$ cat src/rtl/lnls_pkg.sv
// ----------------------------------------------------------------------------
// lnls_pkg: shared types and scan functions for the line number/label scanner
// Holds the transfer payload types, the character classifier and the
// per-character step of the prefix recognizer.
// ----------------------------------------------------------------------------
`default_nettype none

package lnls_pkg;

    // Line geometry: offsets are clamped to LINE_MAX-1.
    localparam int LINE_MAX = 4096;
    localparam int POS_W    = $clog2(LINE_MAX);
    localparam logic [POS_W-1:0] POS_LAST = POS_W'(LINE_MAX - 1);

    // Configuration register indexes and reset values.
    localparam logic CFG_MAX_DIGITS = 1'b0;
    localparam logic CFG_MAX_LABEL  = 1'b1;
    localparam logic [3:0] MAX_DIGITS_RST = 4'd5;
    localparam logic [5:0] MAX_LABEL_RST  = 6'd31;

    // Verdict codes.
    localparam logic [2:0] OC_NONE  = 3'd0;
    localparam logic [2:0] OC_NUM   = 3'd1;
    localparam logic [2:0] OC_LABEL = 3'd2;
    localparam logic [2:0] OC_BOTH  = 3'd3;
    localparam logic [2:0] OC_BAD   = 3'd4;

    // Character codes that the classifier tests for.
    localparam logic [7:0] CH_SPACE = 8'h20;
    localparam logic [7:0] CH_TAB   = 8'h09;
    localparam logic [7:0] CH_CR    = 8'h0D;
    localparam logic [7:0] CH_0     = 8'h30;
    localparam logic [7:0] CH_9     = 8'h39;
    localparam logic [7:0] CH_UC_A  = 8'h41;
    localparam logic [7:0] CH_UC_Z  = 8'h5A;
    localparam logic [7:0] CH_LC_A  = 8'h61;
    localparam logic [7:0] CH_LC_Z  = 8'h7A;
    localparam logic [7:0] CH_UNDER = 8'h5F;
    localparam logic [7:0] CH_COLON = 8'h3A;
    localparam logic [7:0] CH_NUL   = 8'h00;

    typedef enum logic [2:0] {
        CL_OTHER = 3'd0,
        CL_WS    = 3'd1,
        CL_DIGIT = 3'd2,
        CL_ALPHA = 3'd3,
        CL_UNDER = 3'd4,
        CL_COLON = 3'd5
    } t_cls;

    typedef enum logic [4:0] {
        PH_LEAD  = 5'b00001,
        PH_NUM   = 5'b00010,
        PH_GAP   = 5'b00100,
        PH_LABEL = 5'b01000,
        PH_LTAIL = 5'b10000
    } t_phase;

    typedef struct packed {
        logic [7:0] ch;
        logic       last;
    } t_item;

    typedef struct packed {
        logic [2:0]       outcome;
        logic [POS_W-1:0] number_start;
        logic [3:0]       number_len;
        logic [POS_W-1:0] label_start;
        logic [5:0]       label_len;
        logic [POS_W-1:0] resume_pos;
    } t_result;

    typedef struct packed {
        t_phase           phase;
        logic [POS_W-1:0] position;
        logic [5:0]       run_count;
        logic [POS_W-1:0] nstart;
        logic [3:0]       nlen;
        logic [POS_W-1:0] lstart;
        logic             decided;
        logic [2:0]       oc;
        logic [POS_W-1:0] resume;
        logic [5:0]       llen;
    } t_line_state;

    localparam t_line_state LINE_RST = '{
        phase:     PH_LEAD,
        position:  '0,
        run_count: '0,
        nstart:    '0,
        nlen:      '0,
        lstart:    '0,
        decided:   1'b0,
        oc:        OC_NONE,
        resume:    '0,
        llen:      '0
    };

    // Character class of one byte.
    function automatic t_cls classify(input logic [7:0] c);
        t_cls r;
        if (c == CH_SPACE || (c >= CH_TAB && c <= CH_CR)) begin
            r = CL_WS;
        end else if (c >= CH_0 && c <= CH_9) begin
            r = CL_DIGIT;
        end else if ((c >= CH_UC_A && c <= CH_UC_Z) || (c >= CH_LC_A && c <= CH_LC_Z)) begin
            r = CL_ALPHA;
        end else if (c == CH_UNDER) begin
            r = CL_UNDER;
        end else if (c == CH_COLON) begin
            r = CL_COLON;
        end else begin
            r = CL_OTHER;
        end
        return r;
    endfunction

    // Lock in the verdict for the line.
    function automatic t_line_state finish(input t_line_state s, input logic [2:0] oc,
                                           input logic [POS_W-1:0] resume,
                                           input logic [5:0] llen);
        t_line_state r;
        r         = s;
        r.decided = 1'b1;
        r.oc      = oc;
        r.resume  = resume;
        r.llen    = llen;
        return r;
    endfunction

    // Start a label at the given offset, or reject it when labels are disabled.
    function automatic t_line_state begin_label(input t_line_state s,
                                                input logic [POS_W-1:0] pos,
                                                input logic [5:0] max_label,
                                                input logic [2:0] only);
        t_line_state r;
        r        = s;
        r.lstart = pos;
        if (max_label == '0) begin
            r = finish(r, only, pos, '0);
        end else begin
            r.run_count = 6'd1;
            r.phase     = PH_LABEL;
        end
        return r;
    endfunction

    // One character step of the recognizer.
    function automatic t_line_state feed(input t_line_state s, input t_cls cl,
                                         input logic [POS_W-1:0] pos,
                                         input logic [3:0] max_digits,
                                         input logic [5:0] max_label);
        t_line_state r;
        logic [2:0]  only;
        logic [2:0]  with_label;
        logic        label_char;
        r          = s;
        only       = (s.nlen != '0) ? OC_NUM : OC_NONE;
        with_label = (s.nlen != '0) ? OC_BOTH : OC_LABEL;
        label_char = (cl == CL_ALPHA) || (cl == CL_DIGIT) || (cl == CL_UNDER);
        unique case (s.phase)
            PH_LEAD: begin
                if (cl == CL_WS) begin
                    r = s;
                end else if (cl == CL_DIGIT) begin
                    r.nstart = pos;
                    if (max_digits == '0) begin
                        r = finish(r, OC_BAD, pos, '0);
                    end else begin
                        r.run_count = 6'd1;
                        r.phase     = PH_NUM;
                    end
                end else if (cl == CL_ALPHA) begin
                    r = begin_label(s, pos, max_label, only);
                end else begin
                    r = finish(s, OC_NONE, pos, '0);
                end
            end
            PH_NUM: begin
                if (cl == CL_DIGIT) begin
                    if (s.run_count < {2'b00, max_digits}) begin
                        r.run_count = s.run_count + 6'd1;
                    end else begin
                        r = finish(s, OC_BAD, s.nstart, '0);
                    end
                end else if (cl == CL_WS) begin
                    r.nlen      = s.run_count[3:0];
                    r.run_count = '0;
                    r.phase     = PH_GAP;
                end else begin
                    r = finish(s, OC_BAD, s.nstart, '0);
                end
            end
            PH_GAP: begin
                if (cl == CL_WS) begin
                    r = s;
                end else if (cl == CL_ALPHA) begin
                    r = begin_label(s, pos, max_label, only);
                end else begin
                    r = finish(s, only, pos, '0);
                end
            end
            PH_LABEL: begin
                if (label_char) begin
                    if (s.run_count < max_label) begin
                        r.run_count = s.run_count + 6'd1;
                    end else begin
                        r = finish(s, only, s.lstart, '0);
                    end
                end else if (cl == CL_WS) begin
                    r.phase = PH_LTAIL;
                end else if (cl == CL_COLON) begin
                    r = finish(s, with_label, pos + POS_W'(1), s.run_count);
                end else begin
                    r = finish(s, only, s.lstart, '0);
                end
            end
            PH_LTAIL: begin
                if (cl == CL_WS) begin
                    r = s;
                end else if (cl == CL_COLON) begin
                    r = finish(s, with_label, pos + POS_W'(1), s.run_count);
                end else begin
                    r = finish(s, only, s.lstart, '0);
                end
            end
            default: begin
                r = finish(s, OC_NONE, pos, '0);
            end
        endcase
        return r;
    endfunction

endpackage

`default_nettype wire

$ cat src/rtl/lnls_scan.sv
// ----------------------------------------------------------------------------
// lnls_scan: per-line recognizer state and verdict formation
// Steps the line state once per accepted character and forms the verdict
// on the character marked last, then clears the line state.
// ----------------------------------------------------------------------------
`default_nettype none

module lnls_scan (
    input  wire logic              i_clk,
    input  wire logic              i_rst_n,
    input  wire logic              i_accept,
    input  wire lnls_pkg::t_item   i_item,
    input  wire logic [3:0]        i_max_digits,
    input  wire logic [5:0]        i_max_label,
    output logic                   o_res_valid,
    output lnls_pkg::t_result      o_res
);
    import lnls_pkg::*;

    t_line_state r_state;
    t_line_state n_state;
    t_line_state s_char;
    t_line_state s_end;
    t_cls        char_cls;

    // Step for the character itself, skipped once the verdict is decided.
    always_comb begin
        char_cls = ((i_item.ch == CH_NUL) || (r_state.position >= POS_LAST))
                   ? CL_OTHER : classify(i_item.ch);
        s_char = r_state;
        if (!r_state.decided) begin
            s_char = feed(r_state, char_cls, r_state.position, i_max_digits, i_max_label);
            if (r_state.position < POS_LAST) begin
                s_char.position = r_state.position + POS_W'(1);
            end
        end
    end

    // End of line acts as a terminator when nothing has been decided yet.
    always_comb begin
        s_end = s_char;
        if (!s_char.decided) begin
            s_end = feed(s_char, CL_OTHER, s_char.position, i_max_digits, i_max_label);
        end
    end

    // Verdict fields; offsets that do not apply to the outcome read as zero.
    always_comb begin
        o_res_valid        = i_accept && i_item.last;
        o_res.outcome      = s_end.oc;
        o_res.number_start = (s_end.oc == OC_NUM || s_end.oc == OC_BOTH || s_end.oc == OC_BAD)
                             ? s_end.nstart : '0;
        o_res.number_len   = (s_end.oc == OC_BAD) ? '0 : s_end.nlen;
        o_res.label_start  = (s_end.oc == OC_LABEL || s_end.oc == OC_BOTH)
                             ? s_end.lstart : '0;
        o_res.label_len    = s_end.llen;
        o_res.resume_pos   = s_end.resume;
    end

    // Next line state.
    always_comb begin
        n_state = r_state;
        if (i_accept) begin
            n_state = i_item.last ? LINE_RST : s_char;
        end
    end

    always_ff @(posedge i_clk) begin
        if (!i_rst_n) begin
            r_state <= LINE_RST;
        end else begin
            r_state <= n_state;
        end
    end

endmodule

`default_nettype wire

$ cat src/rtl/lnls_skid.sv
// ----------------------------------------------------------------------------
// lnls_skid: two-entry result register with a registered stall
// An output register plus a skid entry so the scanner keeps taking
// characters while a verdict waits at the output.
// ----------------------------------------------------------------------------
`default_nettype none

module lnls_skid (
    input  wire logic              i_clk,
    input  wire logic              i_rst_n,
    input  wire logic              i_valid,
    input  wire lnls_pkg::t_result i_data,
    output logic                   o_stall,
    output logic                   o_valid,
    output lnls_pkg::t_result      o_data,
    input  wire logic              i_stall
);
    import lnls_pkg::*;

    logic    r_out_valid;
    logic    r_skid_valid;
    t_result r_out;
    t_result r_skid;
    logic    n_out_valid;
    logic    n_skid_valid;
    t_result n_out;
    t_result n_skid;

    // Upstream only pushes while the skid entry is free.
    assign o_stall = r_skid_valid;
    assign o_valid = r_out_valid;
    assign o_data  = r_out;

    // Refill the output slot from the skid entry first, then from the input.
    always_comb begin
        n_out_valid  = r_out_valid;
        n_skid_valid = r_skid_valid;
        n_out        = r_out;
        n_skid       = r_skid;
        if (!r_out_valid || !i_stall) begin
            if (r_skid_valid) begin
                n_out        = r_skid;
                n_out_valid  = 1'b1;
                n_skid_valid = 1'b0;
            end else begin
                n_out_valid = i_valid;
                if (i_valid) begin
                    n_out = i_data;
                end
            end
        end else if (i_valid) begin
            n_skid       = i_data;
            n_skid_valid = 1'b1;
        end
    end

    always_ff @(posedge i_clk) begin
        if (!i_rst_n) begin
            r_out_valid  <= 1'b0;
            r_skid_valid <= 1'b0;
        end else begin
            r_out_valid  <= n_out_valid;
            r_skid_valid <= n_skid_valid;
        end
    end

    always_ff @(posedge i_clk) begin
        r_out  <= n_out;
        r_skid <= n_skid;
    end

endmodule

`default_nettype wire

$ cat src/rtl/line_number_label_scanner.sv
// ----------------------------------------------------------------------------
// line_number_label_scanner: leading line number and label recognizer
// Scans one source line a character per transfer and reports one verdict
// per line with offsets, lengths and the resume position.
// ----------------------------------------------------------------------------
//
//   Channel   Direction  Handshake               Payload
//   -------   ---------  ----------------------  ---------------------------
//   in        input      i_in_valid / o_in_stall  t_item   (ch, last)
//   out       output     o_out_valid / i_out_stall t_result (verdict)
//   cfg       input      i_cfg_valid / o_cfg_ready i_cfg_index, i_cfg_data
//
// One character is taken every cycle while the input is not stalled; each
// transfer updates the line state in a single registered step. The verdict of
// a line is formed from its last character and registered in the output buffer.
// Reset is synchronous and returns both limits to their defaults.
// Input stalls only while two verdicts are waiting in the output buffer.
// ----------------------------------------------------------------------------
`default_nettype none

module line_number_label_scanner (
    input  wire logic              i_clk,
    input  wire logic              i_rst_n,
    input  wire logic              i_in_valid,
    output logic                   o_in_stall,
    input  wire lnls_pkg::t_item   i_in_data,
    output logic                   o_out_valid,
    input  wire logic              i_out_stall,
    output lnls_pkg::t_result      o_out_data,
    input  wire logic              i_cfg_valid,
    output logic                   o_cfg_ready,
    input  wire logic              i_cfg_index,
    input  wire logic [5:0]        i_cfg_data
);
    import lnls_pkg::*;

    logic [3:0] r_max_digits;
    logic [5:0] r_max_label;
    logic       in_accept;
    logic       res_valid;
    t_result    res;

    assign o_cfg_ready = 1'b1;
    assign in_accept   = i_in_valid && !o_in_stall;

    // Configuration registers.
    always_ff @(posedge i_clk) begin
        if (!i_rst_n) begin
            r_max_digits <= MAX_DIGITS_RST;
            r_max_label  <= MAX_LABEL_RST;
        end else if (i_cfg_valid && o_cfg_ready) begin
            unique case (i_cfg_index)
                CFG_MAX_DIGITS: r_max_digits <= i_cfg_data[3:0];
                CFG_MAX_LABEL:  r_max_label  <= i_cfg_data;
                default:        r_max_label  <= r_max_label;
            endcase
        end
    end

    // Line recognizer.
    lnls_scan u_scan (
        .i_clk        (i_clk),
        .i_rst_n      (i_rst_n),
        .i_accept     (in_accept),
        .i_item       (i_in_data),
        .i_max_digits (r_max_digits),
        .i_max_label  (r_max_label),
        .o_res_valid  (res_valid),
        .o_res        (res)
    );

    // Verdict buffer toward the output channel.
    lnls_skid u_skid (
        .i_clk   (i_clk),
        .i_rst_n (i_rst_n),
        .i_valid (res_valid),
        .i_data  (res),
        .o_stall (o_in_stall),
        .o_valid (o_out_valid),
        .o_data  (o_out_data),
        .i_stall (i_out_stall)
    );

endmodule

`default_nettype wire

$ cat config.mk
export PLATFORM = sky130hd
export DESIGN_NAME = line_number_label_scanner
export DESIGN_NICKNAME = d
export VERILOG_FILES = /design/src/rtl/lnls_pkg.sv /design/src/rtl/lnls_scan.sv /design/src/rtl/lnls_skid.sv /design/src/rtl/line_number_label_scanner.sv
export SDC_FILE = /design/constraint.sdc
export NUM_CORES = 1
export LEC_CHECK = 0
export ABC_AREA = 1
export BUFFER_PORTS_ARGS = -buffer_cell sky130_fd_sc_hd__buf_4
export CORE_UTILIZATION = 50
export DETAILED_ROUTE_END_ITERATION = 10
export PLACE_DENSITY = 0.68
export RECOVER_POWER = 25
export REMOVE_ABC_BUFFERS = 1
export SYNTH_ARGS = -nofsm -noshare
export SYNTH_HDL_FRONTEND = slang
export SYNTH_SLANG_ARGS = --single-unit
$ cat constraint.sdc
create_clock -name i_clk -period 7.3 [get_ports i_clk]
set_input_delay 0.365 -clock i_clk [delete_from_list [all_inputs] [get_ports i_clk]]
set_output_delay 0.365 -clock i_clk [all_outputs]
set_load 0.03 [all_outputs]
==> metrics.md <==
| Metric | Value |
|---|---|
| Status | finished with violations |
| Failing checks | max-capacitance violations, max-slew violations |
| Final setup violation count | 0 |
| Hold_buf cts | 0 |
| Chip Width | about 150 µm |
| Fin crit period | ~5600 ps |
| Vias/cell | 5.849 |
| FMAX | about 180 MHz |
| First-pass GRT wire length | 60200 µm |
| Worst Max-Slew Pin Slew | about 2700 ps |
| Skew final | roughly 10 ps |
| Largest net degree at the start of global routing | 75 |
| Core Region | 22710 µm² |
| CTS resizes | 0 |
| CTS tree | done |
| # IOs | 73 |
| Gate Count Post-Synth | about 1700 |
| Max FO, Critical Path | 69 |
| Die height | around 150 µm |
| Final Hold Viols | 0 |
| Vias in the first global route | about 11000 |
| Wire length per cell | 19.01 µm |
| Most frequent cells in the layout | 561 x nand2_1, 156 x inv_1, 125 x nand3_1 |
| Total grt overflow | 0 |
| CP Launch Point | u_skid.o_stall |
| Clock slew at reported path FFs | ~80 ps |
| Tcrit/Tclk final | 0.7605 |
| Fill cells | around 2300 |
| Mapped cell area | 11640 µm² |
| Total global routing track utilization | 0.3243 |
| Total number of vias | about 12000 |
| DRC Markers | 0 |
| Pleak | ~5 nW |
| Final ANT Viol Nets | 0 |
| H-Tree Depth | 4 |
| Worst Path Arrival | roughly 5400 ps |
| RR Startpoint | u_skid.o_stall |
| Clock Path Buffers | 2 |
| Placed cell count | 1964 |
| CTS Root Cell | clkbuf_16 |
| Crit path to | u_skid.r_skid[2] |
| Initial DRT Pass Iterations | 9 |
| Initial Utilization | 0.5128 |
| Worst setup EP type | flop |
| Die ar. | roughly 24000 µm² |
| R2r setup slk | ~1700 ps |
| Post-synth ARST share | 0 |
| Maximum VDD drop | 0.0001438 V |
| FF-to-FF path depth | 6 |
| Multi-input logic area | ~6000 µm² |
| IO Port Bufs | 71 |
| Final non-filler cell total | between 1500 and 2000 |
| Nets@finish | around 1700 |
| Finished Cell Area | around 13000 µm² |
| Initial antenna violation count | 0 |
| Hold crit path type | in -> reg |
| RSZ-0062 raised after global routing | no |
| Final antenna diode count | 0 |
| Post-CTS setup buffer count | 0 |
| Fin util | 0.5592 |
| Post-synth EDFFs | 98 |
| DPL Wire Length | between 20000 and 30000 µm |
| Initial DRC count | about 1500 |
| Max-slew violation count | roughly 130 |
| Share of layout cells above drive strength 1 | 0.08358 |
| Total CTS buffers | 17 |
| WS Path Type | reg -> reg |
| Hold Path Depth | 3 |
| Power Total | 2.729 mW |
| CP startpoint kind | flop |
| Most common cell after layout, fill and taps aside | nand2_1 |
| Sequential cell area fraction in the yosys report | 0.3988 |
| Slew headroom | -0.8140 |
| Setup TNS | 0 ps |
| CP Data Required Time | between 7000 and 8000 ps |
| Area growth syn-to-layout | 9.058% |
| Ys flop type | edfxtp_1 |
| R2R Path End | u_skid.r_skid[2] |
| DP Area | 12340 µm² |
| Netlist cell types | between 50 and 60 |
| Clock Latency Late Sink | about 440 ps |
| FF+latch area | 4646 µm² |
| Row cnt | 55 |
| Max-cap check violation count | 2 |
| Gpl congestion | 0.9919 |
| CTS sink count | 183 |
| Yosys reg bits | between 150 and 200 |
| PwrDens | about 210 nW/µm² |
| Total number of yosys warnings | 0 |
| Final Routed Wirelength | roughly 38000 µm |
| Synth Area per Inst | ~7.0 µm² |
==> through the flow <==
stage	worst slack, ps	hold slack (ps)
6_report	1749	140.9
4_1_cts	2431	139.0
3_5_place_dp	2489	458.2
3_3_place_gp	2598	456.0
2_1_floorplan	194.3	445.3
5_1_grt	1201	160.5
==> routing by layer <==
layer  routed length, µm  global-route usage  vias to the layer above
met4                 949              0.1165                        0
li1                    -                   -                     5593
met2               16890              0.5100                      615
met1               16730              0.4522                     5391
met5                   0                   0                        -
met3                3368             0.04931                       76
==> synth_stat cells, types with 5 or more instances <==
library cell | n | area share
clkinv_1 | 7 | 0.0023
buf_2 | 10 | 0.0043
nor2_1 | 91 | 0.029
o211ai_1 | 37 | 0.024
dfxtp_1 | 85 | 0.15
o2111ai_1 | 12 | 0.0090
or2_2 | 6 | 0.0032
o21ai_0 | 111 | 0.048
nand2_1 | 562 | 0.18
nand4_1 | 13 | 0.0070
xor2_1 | 9 | 0.0068
inv_2 | 13 | 0.0042
o22ai_1 | 13 | 0.0070
nand3_1 | 125 | 0.054
a22oi_1 | 12 | 0.0077
nand2_2 | 10 | 0.0054
ha_1 | 10 | 0.011
buf_6 | 5 | 0.0048
a211oi_1 | 5 | 0.0032
and2_1 | 12 | 0.0064
edfxtp_1 | 98 | 0.25
inv_1 | 157 | 0.051
nor3_1 | 10 | 0.0043
clkbuf_1 | 56 | 0.018
nor2_4 | 12 | 0.012
buf_1 | 5 | 0.0016
a21oi_1 | 121 | 0.052
nor2_2 | 15 | 0.0081
==> worst min path at each step <==
stage,from,endpoint,slack (ps)
finish,i_cfg_data[4],r_max_label[4],140
global route,i_cfg_data[2],r_max_digits[2],160
CTS,i_cfg_data[4],r_max_label[4],140
detailed placement,u_scan.r_state[32],u_scan.r_state[32],460
global placement,u_scan.r_state[49],u_scan.r_state[49],460
floorplan,u_scan.r_state[32],u_scan.r_state[32],450
==> layout make-up <==
class                   instances  share of cell area
inverters                     178             0.05281
clock buffers                  18             0.03379
repair buffers                 87             0.03566
well taps                     285             0.02808
flip-flops and latches        183              0.3658
clock inverters                14             0.01094
multi-input cells            1231              0.4729
==> report_power, final <==
part           internal (mW)  switching [mW]  leakage, nW  total [mW]
logic                  0.167           0.474         3.22       0.641
clock network          0.481           0.450        0.277       0.930
registers               1.14          0.0217         1.61        1.16
==> sequential cells by signal, indices dropped and copies added (netlist names) <==
name and count:
u_skid.r_skid 49, u_skid.o_stall 1, r_max_digits 4, u_skid.o_data 49
r_max_label 6, u_scan.r_state 73, u_skid.o_valid 1
==> kinds of logic (layout without fill, tap and decap cells) <==
| group | after synthesis | count (layout) | share of synthesized area |
|---|---|---|---|
| AOI/OAI and AO/OA | 336 | 336 | 0.1685 |
| buffers and inverters | 256 | 297 | 0.08768 |
| xor gates and xnor gates | 11 | 11 | 0.008274 |
| DFF | 183 | 183 | 0.3988 |
| and+or+nand+nor | 873 | 873 | 0.3257 |
| adders and majority gates | 10 | 10 | 0.01074 |
| other | 1 | 1 | 0.0003220 |
==> worst max-delay path, cell delays in order, from the launching register on <==
cell and delay, ps:
dfxtp_2 310, clkbuf_1 1910, inv_1 350, nand2_4 140, clkbuf_2 1220, nor3_1 80, clkbuf_2 840
(Power assumes the default switching activity.)
